===== config.mk =====
export PLATFORM = sky130hd
export DESIGN_NAME = table_linear_interpolator_flat
export DESIGN_NICKNAME = d
export VERILOG_FILES = /design/src/sv/tli_pkg.sv /design/src/sv/tli_if.sv /design/src/sv/table_linear_interpolator.sv /design/src/flat_wrapper.sv
export SDC_FILE = /design/constraint.sdc
export NUM_CORES = 2
export LEC_CHECK = 0
export ABC_CLOCK_PERIOD_IN_PS = 9000
export BUFFER_PORTS_ARGS = -buffer_cell sky130_fd_sc_hd__buf_2
export CAP_MARGIN = 10
export CORE_MARGIN = 2
export CORE_UTILIZATION = 55
export CTS_BUF_LIST = sky130_fd_sc_hd__clkbuf_4 sky130_fd_sc_hd__clkbuf_8
export DETAILED_ROUTE_END_ITERATION = 10
export GPL_TIMING_DRIVEN = 1
export PLACE_DENSITY = 0.71
export SETUP_SLACK_MARGIN = 0.2
export SLEW_MARGIN = 20
export SYNTH_ARGS = -nofsm -noshare
export SYNTH_HDL_FRONTEND = slang
export SYNTH_SLANG_ARGS = --single-unit
export TNS_END_PERCENT = 1

===== constraint.sdc =====
create_clock -name clk -period 9 [get_ports clk]
set_input_delay 1.8 -clock clk [delete_from_list [all_inputs] [get_ports clk]]
set_output_delay 1.8 -clock clk [all_outputs]
set_load 0.05 [all_outputs]

===== src/sv/tli_pkg.sv =====
// Shared constants, codes and types of the table linear interpolator.
`default_nettype none

package tli_pkg;

	// Table geometry
	localparam int TABLE_DEPTH = 64;
	localparam int IDX_W       = $clog2(TABLE_DEPTH);
	localparam int LEN_W       = IDX_W + 1;

	// Item field widths
	localparam int DATA_W      = 32;
	localparam int SEG_W       = 7;
	localparam int ENTRY_IDX_W = 6;

	// Arithmetic widths
	localparam int MAG_W  = DATA_W + 1;        // magnitude of a difference
	localparam int PROD_W = 2 * MAG_W;         // full product
	localparam int QUO_W  = 41;                // quotient, capped at 2^40
	localparam int ADD_W  = 44;                // shared adder
	localparam int CNT_W  = $clog2(PROD_W);

	localparam logic [QUO_W:0] QUOT_CAP = (QUO_W + 1)'(1) << (QUO_W - 1);

	// Configuration port
	localparam int PADDR_W  = 3;
	localparam int PDATA_W  = 32;
	localparam logic [LEN_W-1:0] LEN_RESET = LEN_W'(1);

	typedef enum logic {
		REG_TABLE_LENGTH = 1'b0,
		REG_UNUSED       = 1'b1
	} reg_idx_t;

	typedef enum logic {
		CMD_WRITE = 1'b0,
		CMD_QUERY = 1'b1
	} command_t;

	typedef enum logic [1:0] {
		OUT_INTERP   = 2'd0,
		OUT_EXACT    = 2'd1,
		OUT_CLAMP_LO = 2'd2,
		OUT_BEYOND   = 2'd3
	} outcome_t;

	typedef enum logic [3:0] {
		S_IDLE,
		S_SRCH,
		S_CMP,
		S_RD1,
		S_RD0,
		S_DX,
		S_DV,
		S_DQ,
		S_AX,
		S_AV,
		S_AQ,
		S_MUL,
		S_DIV,
		S_SUM,
		S_OUT
	} state_t;

endpackage

`default_nettype wire


===== src/sv/tli_if.sv =====
// Valid/ready channels of the table linear interpolator: input items and result items.
`default_nettype none

interface tli_in_if;
	logic                                 valid;
	logic                                 ready;
	tli_pkg::command_t                    command;
	logic        [tli_pkg::ENTRY_IDX_W-1:0] entry_index;
	logic signed [tli_pkg::DATA_W-1:0]    entry_x;
	logic signed [tli_pkg::DATA_W-1:0]    entry_value;
	logic signed [tli_pkg::DATA_W-1:0]    query_x;

	modport source (output valid, command, entry_index, entry_x, entry_value, query_x,
		input ready);
	modport sink (input valid, command, entry_index, entry_x, entry_value, query_x,
		output ready);
endinterface

interface tli_out_if;
	logic                              valid;
	logic                              ready;
	logic signed [tli_pkg::DATA_W-1:0] interp_value;
	logic        [tli_pkg::SEG_W-1:0]  segment_index;
	tli_pkg::outcome_t                 outcome;

	modport source (output valid, interp_value, segment_index, outcome, input ready);
	modport sink (input valid, interp_value, segment_index, outcome, output ready);
endinterface

`default_nettype wire


===== src/sv/table_linear_interpolator.sv =====
// Top level of the table linear interpolator: table memory, search and interpolation sequencer.
//
// The block holds up to 64 breakpoint/value pairs in signed Q16.16. A write item
// (command 0) stores one pair and gives no result. A query item (command 1) gives
// one result: a binary search over the first table_length entries finds the first
// breakpoint not below the query; the answer is the last value when there is none,
// entry zero's value when it is entry zero, the entry's own value on an exact match,
// and otherwise v0 + (dv * dq) / dx, product formed exactly, quotient truncated
// toward zero and capped at 2^40, sum saturated to 32 bits. Every arithmetic step of
// a query runs through one shared 44-bit add/subtract unit under a sequencer: each
// search step reads memory and then compares, for up to seven steps; then the entry
// found is read, its lower neighbour is fetched, differences and magnitudes are
// formed, a shift-add multiply and a restoring divide run, and the final sum is made.
// The block takes no new item until the result has left. table_length is written
// through the APB port at byte address 0 (7 bits, reset 1); zero acts as 1 and values
// above 64 act as 64. Entries must be written before a query reads them.
`default_nettype none

module table_linear_interpolator import tli_pkg::*; (
	input  wire logic               clk,
	input  wire logic               arst_n,
	input  wire logic               psel,
	input  wire logic               penable,
	input  wire logic               pwrite,
	input  wire logic [PADDR_W-1:0] paddr,
	input  wire logic [PDATA_W-1:0] pwdata,
	output logic      [PDATA_W-1:0] prdata,
	output logic                    pready,
	tli_in_if.sink                  in_chan,
	tli_out_if.source               out_chan
);

	// Sequencer
	state_t state_q, state_d;

	// Configuration
	logic [LEN_W-1:0] len_q;
	reg_idx_t         reg_idx;
	logic             cfg_wr;

	// Table memory, registered read port
	logic [DATA_W-1:0] bp_mem  [TABLE_DEPTH];
	logic [DATA_W-1:0] val_mem [TABLE_DEPTH];
	logic [IDX_W-1:0]  rd_addr;
	logic signed [DATA_W-1:0] rd_x_q, rd_v_q;

	// Query context
	logic signed [DATA_W-1:0] xq_q, x1_q, v1_q, x0_q, v0_q;
	logic [LEN_W-1:0] n_q, lo_q, hi_q, n_clamp, mid;
	logic [LEN_W:0]   mid_sum;
	logic [IDX_W-1:0] pick_addr;
	logic             in_acc, search_more;

	// Arithmetic
	logic [MAG_W-1:0]  dx_q, dv_q, dq_q;
	logic              neg_q;
	logic [PROD_W:0]   p_q;
	logic [MAG_W-1:0]  rem_q;
	logic [QUO_W-1:0]  quo_q;
	logic [QUO_W:0]    quo_wide;
	logic [CNT_W-1:0]  cnt_q;
	logic              div_ge;

	// Shared adder
	logic [ADD_W-1:0] add_a, add_b, add_sum;
	logic             add_sub;

	// Result
	logic signed [DATA_W-1:0] res_q;
	outcome_t                 outc_q;

	// ------------------------------------------------------------------
	// APB register: one word, writes complete in the access phase.
	// ------------------------------------------------------------------
	assign pready  = 1'b1;
	assign reg_idx = reg_idx_t'(paddr[PADDR_W-1]);
	assign cfg_wr  = psel && penable && pwrite;

	always_comb begin
		prdata = '0;
		unique case (reg_idx)
			REG_TABLE_LENGTH: prdata = PDATA_W'(len_q);
			default:          prdata = '0;
		endcase
	end

	always_ff @(posedge clk or negedge arst_n) begin
		if (!arst_n) begin
			len_q <= LEN_RESET;
		end else if (cfg_wr && reg_idx == REG_TABLE_LENGTH) begin
			len_q <= pwdata[LEN_W-1:0];
		end
	end

	// ------------------------------------------------------------------
	// Search helpers
	// ------------------------------------------------------------------
	assign in_acc      = in_chan.valid && in_chan.ready;
	assign mid_sum     = {1'b0, lo_q} + {1'b0, hi_q};
	assign mid         = mid_sum[LEN_W:1];
	assign search_more = lo_q < hi_q;
	// Past the end of the table, read the last entry instead.
	assign pick_addr   = (lo_q >= n_q) ? IDX_W'(n_q - LEN_W'(1)) : lo_q[IDX_W-1:0];

	always_comb begin
		n_clamp = len_q;
		if (len_q == '0) begin
			n_clamp = LEN_W'(1);
		end else if (len_q > LEN_W'(TABLE_DEPTH)) begin
			n_clamp = LEN_W'(TABLE_DEPTH);
		end
	end

	// ------------------------------------------------------------------
	// Next state
	// ------------------------------------------------------------------
	always_comb begin
		state_d = state_q;
		unique case (state_q)
			S_IDLE: begin
				if (in_acc && in_chan.command == CMD_QUERY) state_d = S_SRCH;
			end
			S_SRCH: state_d = search_more ? S_CMP : S_RD1;
			S_CMP:  state_d = S_SRCH;
			S_RD1: begin
				if (lo_q >= n_q || lo_q == '0 || rd_x_q == xq_q) begin
					state_d = S_OUT;
				end else begin
					state_d = S_RD0;
				end
			end
			S_RD0: state_d = S_DX;
			S_DX:  state_d = S_DV;
			S_DV:  state_d = (dx_q == '0) ? S_OUT : S_DQ;
			S_DQ:  state_d = S_AX;
			S_AX:  state_d = S_AV;
			S_AV:  state_d = S_AQ;
			S_AQ:  state_d = S_MUL;
			S_MUL: state_d = (cnt_q == CNT_W'(MAG_W - 1)) ? S_DIV : S_MUL;
			S_DIV: state_d = (cnt_q == CNT_W'(PROD_W - 1)) ? S_SUM : S_DIV;
			S_SUM: state_d = S_OUT;
			S_OUT: begin
				if (out_chan.ready) state_d = S_IDLE;
			end
			default: state_d = S_IDLE;
		endcase
	end

	always_ff @(posedge clk or negedge arst_n) begin
		if (!arst_n) begin
			state_q <= S_IDLE;
		end else begin
			state_q <= state_d;
		end
	end

	// ------------------------------------------------------------------
	// Outputs of the sequencer: handshakes, read address, adder operands
	// ------------------------------------------------------------------
	always_comb begin
		in_chan.ready  = 1'b0;
		out_chan.valid = 1'b0;
		rd_addr        = '0;
		add_a          = '0;
		add_b          = '0;
		add_sub        = 1'b0;
		unique case (state_q)
			S_IDLE: in_chan.ready = 1'b1;
			S_SRCH: rd_addr = search_more ? mid[IDX_W-1:0] : pick_addr;
			S_CMP: begin
				// breakpoint - query; negative means breakpoint below query
				add_a   = {{(ADD_W-DATA_W){rd_x_q[DATA_W-1]}}, rd_x_q};
				add_b   = {{(ADD_W-DATA_W){xq_q[DATA_W-1]}}, xq_q};
				add_sub = 1'b1;
			end
			S_RD1: rd_addr = IDX_W'(lo_q - LEN_W'(1));
			S_RD0: ;
			S_DX: begin
				add_a   = {{(ADD_W-DATA_W){x1_q[DATA_W-1]}}, x1_q};
				add_b   = {{(ADD_W-DATA_W){x0_q[DATA_W-1]}}, x0_q};
				add_sub = 1'b1;
			end
			S_DV: begin
				add_a   = {{(ADD_W-DATA_W){v1_q[DATA_W-1]}}, v1_q};
				add_b   = {{(ADD_W-DATA_W){v0_q[DATA_W-1]}}, v0_q};
				add_sub = 1'b1;
			end
			S_DQ: begin
				add_a   = {{(ADD_W-DATA_W){xq_q[DATA_W-1]}}, xq_q};
				add_b   = {{(ADD_W-DATA_W){x0_q[DATA_W-1]}}, x0_q};
				add_sub = 1'b1;
			end
			S_AX: begin
				add_b   = {{(ADD_W-MAG_W){dx_q[MAG_W-1]}}, dx_q};
				add_sub = 1'b1;
			end
			S_AV: begin
				add_b   = {{(ADD_W-MAG_W){dv_q[MAG_W-1]}}, dv_q};
				add_sub = 1'b1;
			end
			S_AQ: begin
				add_b   = {{(ADD_W-MAG_W){dq_q[MAG_W-1]}}, dq_q};
				add_sub = 1'b1;
			end
			S_MUL: begin
				// add multiplicand into the upper half when the low bit is set
				add_a = ADD_W'(p_q[PROD_W:MAG_W]);
				add_b = p_q[0] ? ADD_W'(dv_q) : '0;
			end
			S_DIV: begin
				add_a   = ADD_W'({rem_q, p_q[PROD_W-1]});
				add_b   = ADD_W'(dx_q);
				add_sub = 1'b1;
			end
			S_SUM: begin
				add_a   = {{(ADD_W-DATA_W){v0_q[DATA_W-1]}}, v0_q};
				add_b   = ADD_W'(quo_q);
				add_sub = neg_q;
			end
			S_OUT: out_chan.valid = 1'b1;
			default: ;
		endcase
	end

	assign add_sum  = add_a + (add_sub ? ~add_b : add_b) + ADD_W'(add_sub);
	assign div_ge   = !add_sum[ADD_W-1];
	assign quo_wide = {quo_q, div_ge};

	assign out_chan.interp_value  = res_q;
	assign out_chan.segment_index = SEG_W'(lo_q);
	assign out_chan.outcome       = outc_q;

	// ------------------------------------------------------------------
	// Table memory: one write port, one registered read port
	// ------------------------------------------------------------------
	always_ff @(posedge clk) begin
		if (in_acc && in_chan.command == CMD_WRITE
				&& LEN_W'(in_chan.entry_index) < LEN_W'(TABLE_DEPTH)) begin
			bp_mem[IDX_W'(in_chan.entry_index)]  <= in_chan.entry_x;
			val_mem[IDX_W'(in_chan.entry_index)] <= in_chan.entry_value;
		end
		rd_x_q <= bp_mem[rd_addr];
		rd_v_q <= val_mem[rd_addr];
	end

	// ------------------------------------------------------------------
	// Datapath registers
	// ------------------------------------------------------------------
	always_ff @(posedge clk) begin
		case (state_q)
			S_IDLE: begin
				if (in_acc && in_chan.command == CMD_QUERY) begin
					xq_q <= in_chan.query_x;
					n_q  <= n_clamp;
					lo_q <= '0;
					hi_q <= n_clamp;
				end
			end
			S_CMP: begin
				// go right past breakpoints below the query, else left
				if (add_sum[ADD_W-1]) begin
					lo_q <= mid + LEN_W'(1);
				end else begin
					hi_q <= mid;
				end
			end
			S_RD1: begin
				x1_q   <= rd_x_q;
				v1_q   <= rd_v_q;
				res_q  <= rd_v_q;
				if (lo_q >= n_q) begin
					outc_q <= OUT_BEYOND;
				end else if (lo_q == '0) begin
					outc_q <= OUT_CLAMP_LO;
				end else begin
					outc_q <= OUT_EXACT;
				end
			end
			S_RD0: begin
				x0_q <= rd_x_q;
				v0_q <= rd_v_q;
			end
			S_DX: dx_q <= add_sum[MAG_W-1:0];
			S_DV: begin
				dv_q <= add_sum[MAG_W-1:0];
				// equal neighbours answer the lower value
				res_q  <= v0_q;
				outc_q <= OUT_INTERP;
			end
			S_DQ: dq_q <= add_sum[MAG_W-1:0];
			S_AX: begin
				neg_q <= dx_q[MAG_W-1] ^ dv_q[MAG_W-1] ^ dq_q[MAG_W-1];
				if (dx_q[MAG_W-1]) dx_q <= add_sum[MAG_W-1:0];
			end
			S_AV: begin
				if (dv_q[MAG_W-1]) dv_q <= add_sum[MAG_W-1:0];
			end
			S_AQ: begin
				p_q   <= {(PROD_W+1-MAG_W)'(0),
					dq_q[MAG_W-1] ? add_sum[MAG_W-1:0] : dq_q};
				cnt_q <= '0;
			end
			S_MUL: begin
				// shift the partial sum and multiplier right together
				p_q <= {1'b0, add_sum[MAG_W:0], p_q[MAG_W-1:1]};
				if (cnt_q == CNT_W'(MAG_W - 1)) begin
					cnt_q <= '0;
					rem_q <= '0;
					quo_q <= '0;
				end else begin
					cnt_q <= cnt_q + CNT_W'(1);
				end
			end
			S_DIV: begin
				// one restoring step; the product shifts out from the top
				p_q   <= {p_q[PROD_W-1:0], 1'b0};
				rem_q <= div_ge ? add_sum[MAG_W-1:0] : {rem_q[MAG_W-2:0], p_q[PROD_W-1]};
				quo_q <= (quo_wide > QUOT_CAP) ? QUOT_CAP[QUO_W-1:0] : quo_wide[QUO_W-1:0];
				cnt_q <= cnt_q + CNT_W'(1);
			end
			S_SUM: begin
				// saturate to the signed 32-bit range
				if (!add_sum[ADD_W-1] && add_sum[ADD_W-2:DATA_W-1] != '0) begin
					res_q <= {1'b0, {(DATA_W-1){1'b1}}};
				end else if (add_sum[ADD_W-1] && add_sum[ADD_W-2:DATA_W-1] != '1) begin
					res_q <= {1'b1, {(DATA_W-1){1'b0}}};
				end else begin
					res_q <= add_sum[DATA_W-1:0];
				end
				outc_q <= OUT_INTERP;
			end
			default: ;
		endcase
	end

endmodule

`default_nettype wire

===== src/flat_wrapper.sv =====
// flat-port wrapper written by rule: the top's interface ports become plain ports
module table_linear_interpolator_flat import tli_pkg::*;
  (clk, arst_n, psel, penable, pwrite, paddr, pwdata, prdata, pready, in_chan_valid, in_chan_command, in_chan_entry_index, in_chan_entry_x, in_chan_entry_value, in_chan_query_x, in_chan_ready, out_chan_valid, out_chan_interp_value, out_chan_segment_index, out_chan_outcome, out_chan_ready);
  tli_in_if in_chan_i ();
  tli_out_if out_chan_i ();
  input  wire logic clk;
  input  wire logic arst_n;
  input  wire logic psel;
  input  wire logic penable;
  input  wire logic pwrite;
  input  wire logic [PADDR_W-1:0] paddr;
  input  wire logic [PDATA_W-1:0] pwdata;
  output logic      [PDATA_W-1:0] prdata;
  output logic pready;
  input wire logic [$bits(in_chan_i.valid)-1:0] in_chan_valid;
  input wire logic [$bits(in_chan_i.command)-1:0] in_chan_command;
  input wire logic [$bits(in_chan_i.entry_index)-1:0] in_chan_entry_index;
  input wire logic [$bits(in_chan_i.entry_x)-1:0] in_chan_entry_x;
  input wire logic [$bits(in_chan_i.entry_value)-1:0] in_chan_entry_value;
  input wire logic [$bits(in_chan_i.query_x)-1:0] in_chan_query_x;
  output wire logic [$bits(in_chan_i.ready)-1:0] in_chan_ready;
  output wire logic [$bits(out_chan_i.valid)-1:0] out_chan_valid;
  output wire logic [$bits(out_chan_i.interp_value)-1:0] out_chan_interp_value;
  output wire logic [$bits(out_chan_i.segment_index)-1:0] out_chan_segment_index;
  output wire logic [$bits(out_chan_i.outcome)-1:0] out_chan_outcome;
  input wire logic [$bits(out_chan_i.ready)-1:0] out_chan_ready;
  assign in_chan_i.valid = in_chan_valid;
  assign in_chan_i.command = in_chan_command;
  assign in_chan_i.entry_index = in_chan_entry_index;
  assign in_chan_i.entry_x = in_chan_entry_x;
  assign in_chan_i.entry_value = in_chan_entry_value;
  assign in_chan_i.query_x = in_chan_query_x;
  assign in_chan_ready = in_chan_i.ready;
  assign out_chan_valid = out_chan_i.valid;
  assign out_chan_interp_value = out_chan_i.interp_value;
  assign out_chan_segment_index = out_chan_i.segment_index;
  assign out_chan_outcome = out_chan_i.outcome;
  assign out_chan_i.ready = out_chan_ready;
  table_linear_interpolator u_core (.clk(clk), .arst_n(arst_n), .psel(psel), .penable(penable), .pwrite(pwrite), .paddr(paddr), .pwdata(pwdata), .prdata(prdata), .pready(pready), .in_chan(in_chan_i), .out_chan(out_chan_i));
endmodule

== Word level (Yosys, flattened, before mapping) ==
Memories as Yosys holds them, arrays and structs flattened. A register that Yosys moved wholly into a read port is not among the register bits.
Cells that the tools add are included.

* Mux-type cells: 49
* $mul: 0
* Shifts and indexed selects: 0
* Add/sub/neg operators: 7
* Divide/modulo/power cells: 0
* Eq/ne operators: 25
* Order comparisons: 4
* Reduce and logical (&&, ||, !) cells: 33
* Bitwise logic cells: 5

{| class="wikitable"
|+ Operators by type and width
! operator !! count
|-
| 44-bit one-hot mux with 9 select lines || 1
|-
| 44-bit one-hot mux with 7 select lines || 1
|-
| 67-bit one-hot mux with 3 select lines || 1
|-
| 33-bit two-way mux || 6
|-
| 33-bit one-hot mux with 2 select lines || 3
|-
| 32-bit one-hot mux with 3 select lines || 1
|-
| 41-bit two-way mux || 2
|-
| 41-bit one-hot mux with 2 select lines || 1
|-
| 32-bit two-way mux || 2
|-
| 4-bit one-hot mux with 15 select lines || 1
|-
| 7-bit two-way mux || 8
|-
| 44-bit by 1-bit adder with 44-bit output || 1
|-
| 44-bit adder || 1
|-
| 44-bit two-way mux || 1
|-
| 44-bit NOT || 1
|-
| 42-bit by 41-bit greater-than comparator with 1-bit output (second input constant) || 1
|-
| 33-bit logical NOT || 1
|-
| 32-bit == test || 1
|-
| 4-bit == test (second input constant) || 7
|-
| 7-bit one-hot mux with 2 select lines || 2
|-
| 7-bit one-hot mux with 3 select lines || 1
|-
| 4-bit by 3-bit == test with 1-bit output (second input constant) || 4
|-
| 4-bit two-way mux || 4
|-
| 7-bit by 1-bit adder with 7-bit output (second input constant) || 2
|-
| 33 further kinds || 69
|}

* Register bits after elaboration: 474
* Memory bits (writable): 4096
* Memories: 2
* Bits in read-only memories: 0
* Latch bits: 0
* Input bits: 145
* Word-level logic and storage cells: 147

{| class="wikitable"
|+ Memory list
! memory !! words !! width !! rd ports !! clocked after memory_dff !! wr ports !! line !! RTL
|-
| u_core.bp_mem || 64 || 32 || 1 || 1 || 1 || table_linear_interpolator.sv:42 || <nowiki>logic [DATA_W-1:0] bp_mem [TABLE_DEPTH];</nowiki>
|-
| u_core.val_mem || 64 || 32 || 1 || 1 || 1 || table_linear_interpolator.sv:43 || <nowiki>logic [DATA_W-1:0] val_mem [TABLE_DEPTH];</nowiki>
|}

== Depth between registers and ports, before layout ==
* Depth after elaboration: 12
* Mapped depth: 25
* Gate-level depth less buffers: 18

== Least setup slack after synthesis ==
OpenSTA, ideal clock, no wires.

* Path type: reg2reg
* Start point: reg u_core.cnt_q[3]
* End point: reg u_core.quo_q[0], enable pin
* Period minus slack after synthesis: 7.048 ns
* Data required time: 8.392 ns
* Stages on the path, launching flop included: 4
* Buffers on the path: 0
* Setup time: 0.608 ns
* Setup slack: 1.952 ns
* Arrival time: 6.440 ns
* Cells stage by stage: edfxtp_1 > or3_1 > or3_1 > o21ai_0

* Word-level cells in the longest chain between the ends: 3

{| class="wikitable"
|+ Ends and longest elaborated chain
! item !! line !! RTL
|-
| start, declared || table_linear_interpolator.sv:61 || <nowiki>logic [CNT_W-1:0] cnt_q;</nowiki>
|-
| start signal, assigned || table_linear_interpolator.sv:311 || <nowiki>cnt_q <= cnt_q + CNT_W'(1);</nowiki>
|-
| start signal, assigned || table_linear_interpolator.sv:319 || <nowiki>cnt_q <= cnt_q + CNT_W'(1);</nowiki>
|-
| 7-bit by 6-bit == test with 1-bit output || table_linear_interpolator.sv:306 || <nowiki>if (cnt_q == CNT_W'(MAG_W - 1)) begin</nowiki>
|-
| 2-bit by 1-bit != test with 1-bit output (no line) || n/a ||
|-
| 2-bit AND reduction (no line) || n/a ||
|-
| end signal, assigned || table_linear_interpolator.sv:318 || <nowiki>quo_q <= (quo_wide > QUOT_CAP) ? QUOT_CAP[QUO_W-1:0] : quo_wide[QUO_W-1:0];</nowiki>
|-
| end, declared || table_linear_interpolator.sv:59 || <nowiki>logic [QUO_W-1:0] quo_q;</nowiki>
|}

Every way passes these cells.
A chain may end at the register's enable or synchronous reset.

== Worst setup path after layout ==
* Start point: reg u_core.state_q[3]
* End point: reg u_core.res_q[30], in the netlist u_core.out_chan.interp_value[30], data pin

* Word-level cells in the longest chain between the ends: 12

{| class="wikitable"
|+ Ends and longest elaborated chain
! item !! line !! RTL
|-
| start, declared || table_linear_interpolator.sv:34 || <nowiki>state_t state_q, state_d;</nowiki>
|-
| start signal, assigned || table_linear_interpolator.sv:153 || <nowiki>state_q <= state_d;</nowiki>
|-
| 4-bit by 3-bit == test with 1-bit output || table_linear_interpolator.sv:167 || <nowiki>unique case (state_q)</nowiki>
|-
| 2-bit OR reduction (no line) || n/a ||
|-
| 44-bit one-hot mux with 9 select lines || table_linear_interpolator.sv:167 ||
|-
| 44-bit NOT || table_linear_interpolator.sv:225 || <nowiki>assign add_sum = add_a + (add_sub ? ~add_b : add_b) + ADD_W'(add_sub);</nowiki>
|-
| 44-bit two-way mux || table_linear_interpolator.sv:225 ||
|-
| 44-bit adder || table_linear_interpolator.sv:225 ||
|-
| 44-bit by 1-bit adder with 44-bit output || table_linear_interpolator.sv:225 ||
|-
| 12-bit != test || table_linear_interpolator.sv:325 || <nowiki>end else if (add_sum[ADD_W-1] && add_sum[ADD_W-2:DATA_W-1] != '1) begin</nowiki>
|-
| 1-bit logical AND || table_linear_interpolator.sv:325 ||
|-
| 32-bit two-way mux || table_linear_interpolator.sv:325 ||
|-
| 32-bit two-way mux || table_linear_interpolator.sv:323 || <nowiki>if (!add_sum[ADD_W-1] && add_sum[ADD_W-2:DATA_W-1] != '0) begin</nowiki>
|-
| 32-bit one-hot mux with 3 select lines * || table_linear_interpolator.sv:250 || <nowiki>case (state_q)</nowiki>
|-
| end signal, assigned || table_linear_interpolator.sv:324 || <nowiki>res_q <= {1'b0, {(DATA_W-1){1'b1}}};</nowiki>
|-
| end signal, assigned || table_linear_interpolator.sv:326 || <nowiki>res_q <= {1'b1, {(DATA_W-1){1'b0}}};</nowiki>
|-
| end signal, assigned || table_linear_interpolator.sv:328 || <nowiki>res_q <= add_sum[DATA_W-1:0];</nowiki>
|-
| end, declared || table_linear_interpolator.sv:69 || <nowiki>logic signed [DATA_W-1:0] res_q;</nowiki>
|}

Every way passes the cells marked *; elsewhere a longest branch is shown, timed or not.

==> results.sh <==
export IMPL_core_area_sq_mm=0.325
export IMPL_post_cts_resized=0
export IMPL_start_util_pct=55.4
export IMPL_fmax_ghz=0.139
export IMPL_max_stage_delay_ps=950
export IMPL_yosysTopAreaCell="edfxtp_1"
export IMPL_syn_area_per_cell_sq_um=20.9
export IMPL_layout_common_cells="edfxtp_1 (4559), mux4_2 (1008), clkbuf_8 (736)"
export IMPL_cp_cell_sequence="nor2b_4 -> and3_4 -> a2111o_1 -> mux2i_2 -> fa_1 -> a21oi_1 -> o21ai_1 -> a221o_1 -> a211oi_2 -> o211a_2 -> o21ai_1 -> or3b_1 -> o211a_1 -> nor3_1 -> a41oi_2 -> buf_4 -> a211o_1"
export IMPL_critPathBufInv=1
export IMPL_start_kind="flip-flop"
export IMPL_drt_pass1_iterations=9
export IMPL_worstSkewPairLatency_ps=1310
export IMPL_worstHoldStart="u_core.rd_v_q[27]"
export IMPL_syn_inst=8604
export IMPL_fin_skew_ps=129
export IMPL_synth_warnings=0
export IMPL_required_ps=9960
export IMPL_final_util_pct=62.1
export IMPL_grt_ovfl_total=0
export IMPL_cts_htree_levels=6
export IMPL_dpl_hpwl_um=285000
export IMPL_hold_violations=0
export IMPL_met1_usage_pct=43.5
export IMPL_worstMarginPinSlew_ps=1380
export IMPL_leakagePower_nw=63.9
export IMPL_fin_hold_ws_ps=471
export IMPL_layout_commonest_cell="edfxtp_1"
export IMPL_die_area_sq_mm=0.332
export IMPL_worstSetupEndpointType="flip-flop"
export IMPL_r2r_start="u_core.state_q[3]"
export IMPL_synth_edf_count=4559
export IMPL_async_reset_ff_share_pct=0.237
export IMPL_synth_ff_type="edfxtp_1"
export IMPL_min_path_cells=0
export IMPL_drive_above_1_share_pct=27.3
export IMPL_finalSetupViolations=0
export IMPL_rows=209
export IMPL_synth_yosys_seq_area_share_pct=77.0
export IMPL_drcViolationCount=0
export IMPL_min_to="u_core.v1_q[27]"
export IMPL_nNetsFinal=9464
export IMPL_synthToLayoutAreaGrowth_pct=12.1
export IMPL_grt_util_met3_pct=8.67
export IMPL_crit_top_cell="o21ai_1"
export IMPL_use_met2_pct=48.8
export IMPL_antenna_found_initial=54
export IMPL_outcome="complete, no violations"
export IMPL_grt_max_degree=142
export IMPL_cts_tree="done"
export IMPL_finalCritPeriodShare_pct=79.8
export IMPL_ios=221
export IMPL_busiest_layer="met2"
export IMPL_synth_seq_cells=4634
export IMPL_cts_setup_buffers=0
export IMPL_cts_root_buf="clkbuf_8"
export IMPL_clkSinkCount=4634
export IMPL_cp_top_family="compound AO/OA/AOI/OAI gates"
export IMPL_portBuffers=167
export IMPL_r2r_cells=17
export IMPL_fin_crit_ps=7180
export IMPL_syn_area_sq_mm=0.180
export IMPL_detail_route_antenna_nets=0
export IMPL_numCtsBuffers=714
export IMPL_synth_top_area_share_pct=76.1
export IMPL_worstPathArrival_ps=8140
export IMPL_r2r_end="u_core.out_chan.interp_value[30]"
export IMPL_synth_cell_type_count=98
export IMPL_die_width_um=576
export IMPL_grt_total_usage_pct=32.0
export IMPL_hp_class="reg2reg"
export IMPL_drv_cap=0
export IMPL_power_mw=66.4
export IMPL_crit_fanout=33
export IMPL_wl_um=535000
export IMPL_slowest_stage="dfrtp_1"
export IMPL_vias=98183
export IMPL_power_density_mw_per_mm2=329
export IMPL_synth_area_leaders="edfxtp_1 (76%), mux4_2 (13%), a22oi_1 (2.8%), clkbuf_1 (0.78%), dfxtp_1 (0.71%)"
export IMPL_place_gp_congestion=0.914
export IMPL_clkSlewWorstSetupHoldPaths_ps=60
export IMPL_peakVddDrop_mv=0.486
export IMPL_drt_iter0_drc=16353
export IMPL_rsz0062_at_grt="no"
export IMPL_cts_buffer_depth=4
export IMPL_wl_per_cell_um=37.8
export IMPL_grt_pass1_vias=95895
export IMPL_grt_pass1_wl_um=735000
export IMPL_relSlewSlack_pct=8.21
export IMPL_ctsHoldBuffers=0
export IMPL_crit_type="reg2reg"
export IMPL_drv_slew=0
export IMPL_setup_tns_ps=0
export IMPL_reg2reg_slack_ps=1820
export IMPL_die_height_um=576
export IMPL_via_per_inst=6.93
-- sequential cells by signal (all words and copies together) (netlist names), 32 cells and up --
| signal | cells |
|---|---|
| u_core.dq_q | 33 |
| u_core.rd_x_q | 32 |
| u_core.x1_q | 32 |
| u_core.val_mem | 2048 |
| u_core.p_q | 67 |
| u_core.v0_q | 32 |
| u_core.v1_q | 32 |
| u_core.dv_q | 33 |
| u_core.out_chan.interp_value | 32 |
| u_core.x0_q | 32 |
| u_core.xq_q | 32 |
| u_core.bp_mem | 2048 |
| u_core.rd_v_q | 32 |
| u_core.quo_q | 41 |
| u_core.rem_q | 33 |
| u_core.dx_q | 33 |
-- power breakdown --
part,internal [mW],switching [mW],total (mW)
registers,25.4,0.770,26.2
logic,8.37,14.7,23.1
clock network,8.89,8.28,17.2
-- per-stage QoR --
step	worst slack (ps)	cells	instance area (sq um)
final	1820	14171	202000
after global routing	1590	14144	202000
after CTS	1910	14129	201000
after detailed placement	1920	12855	188000
after global placement	1970	12853	188000
after floorplan	1950	8628	180000
-- worst max-delay path by stage --
stage / end / depth (start not counted) / startpoint
4_1_cts: u_core.out_chan.interp_value[30] / 17 / u_core.state_q[3]
5_1_grt: u_core.out_chan.interp_value[29] / 17 / u_core.state_q[3]
6_report: u_core.out_chan.interp_value[30] / 17 / u_core.state_q[3]
3_5_place_dp: u_core.out_chan.interp_value[30] / 17 / u_core.state_q[3]
2_1_floorplan: u_core.quo_q[0] / 3 / u_core.cnt_q[3]
3_3_place_gp: u_core.out_chan.interp_value[1] / 17 / u_core.state_q[3]
-- cells by family after synthesis --
| kind of cell | count (synthesis) | share of synthesized area [%] |
|---|---|---|
| buf+inv | 553 | 1.26 |
| compound gates | 1158 | 4.82 |
| xor+xnor | 128 | 0.627 |
| fa+ha+maj | 69 | 0.488 |
| other cells | 2 | 0.00418 |
| flops | 4634 | 77.0 |
| mux | 1078 | 13.0 |
| simple gates | 982 | 2.79 |
-- cell usage after synthesis (all sizes together) (10+ instances only) --
master  instances
o21ai          88
xnor2         101
a211oi         13
nand3         106
nand2b         15
nand2         220
a222oi         63
or3            11
buf           139
and3           20
dfrtp          10
nor4           33
nor2          202
ha             67
a22oi         659
a211o          37
nor3           40
edfxtp       4559
nand4         154
mux2i          60
inv            39
nor2b          82
clkbuf        375
a22o           63
mux4         1008
or2            64
a21oi         102
a31oi          15
and2           11
dfxtp          64
mux2           10
a21o           31
xor2           27
-- worst register-to-register path: cells and delay by family (launching register included) --
| family | cells | cell delay (ps) |
|---|---|---|
| AND/OR/NAND/NOR | 4 | 1700 |
| adder cells (fa/ha/maj) | 1 | 520 |
| AO/OA/AOI/OAI | 10 | 3240 |
| flip-flops | 1 | 950 |
| buffers and inverters | 1 | 270 |
| multiplexers | 1 | 260 |
-- area by class of cell --
type	instances	area, sq um
clock inverters	279	1770
repair buffers	420	3680
inverters	39	146
flip-flops and latches	4634	138000
fillers	22036	123000
diodes	38	95.1
clock buffers	995	12100
multi-input cells	3441	40000
well taps	4325	5410
-- layer usage --
metal	vias to the layer above	share of wire, %
li1	37876	-
met1	51146	35
met2	7760	46
met3	1373	14
met4	28	4.9
met5	-	0.034
Note: power is estimated with default switching activity, not from simulation.
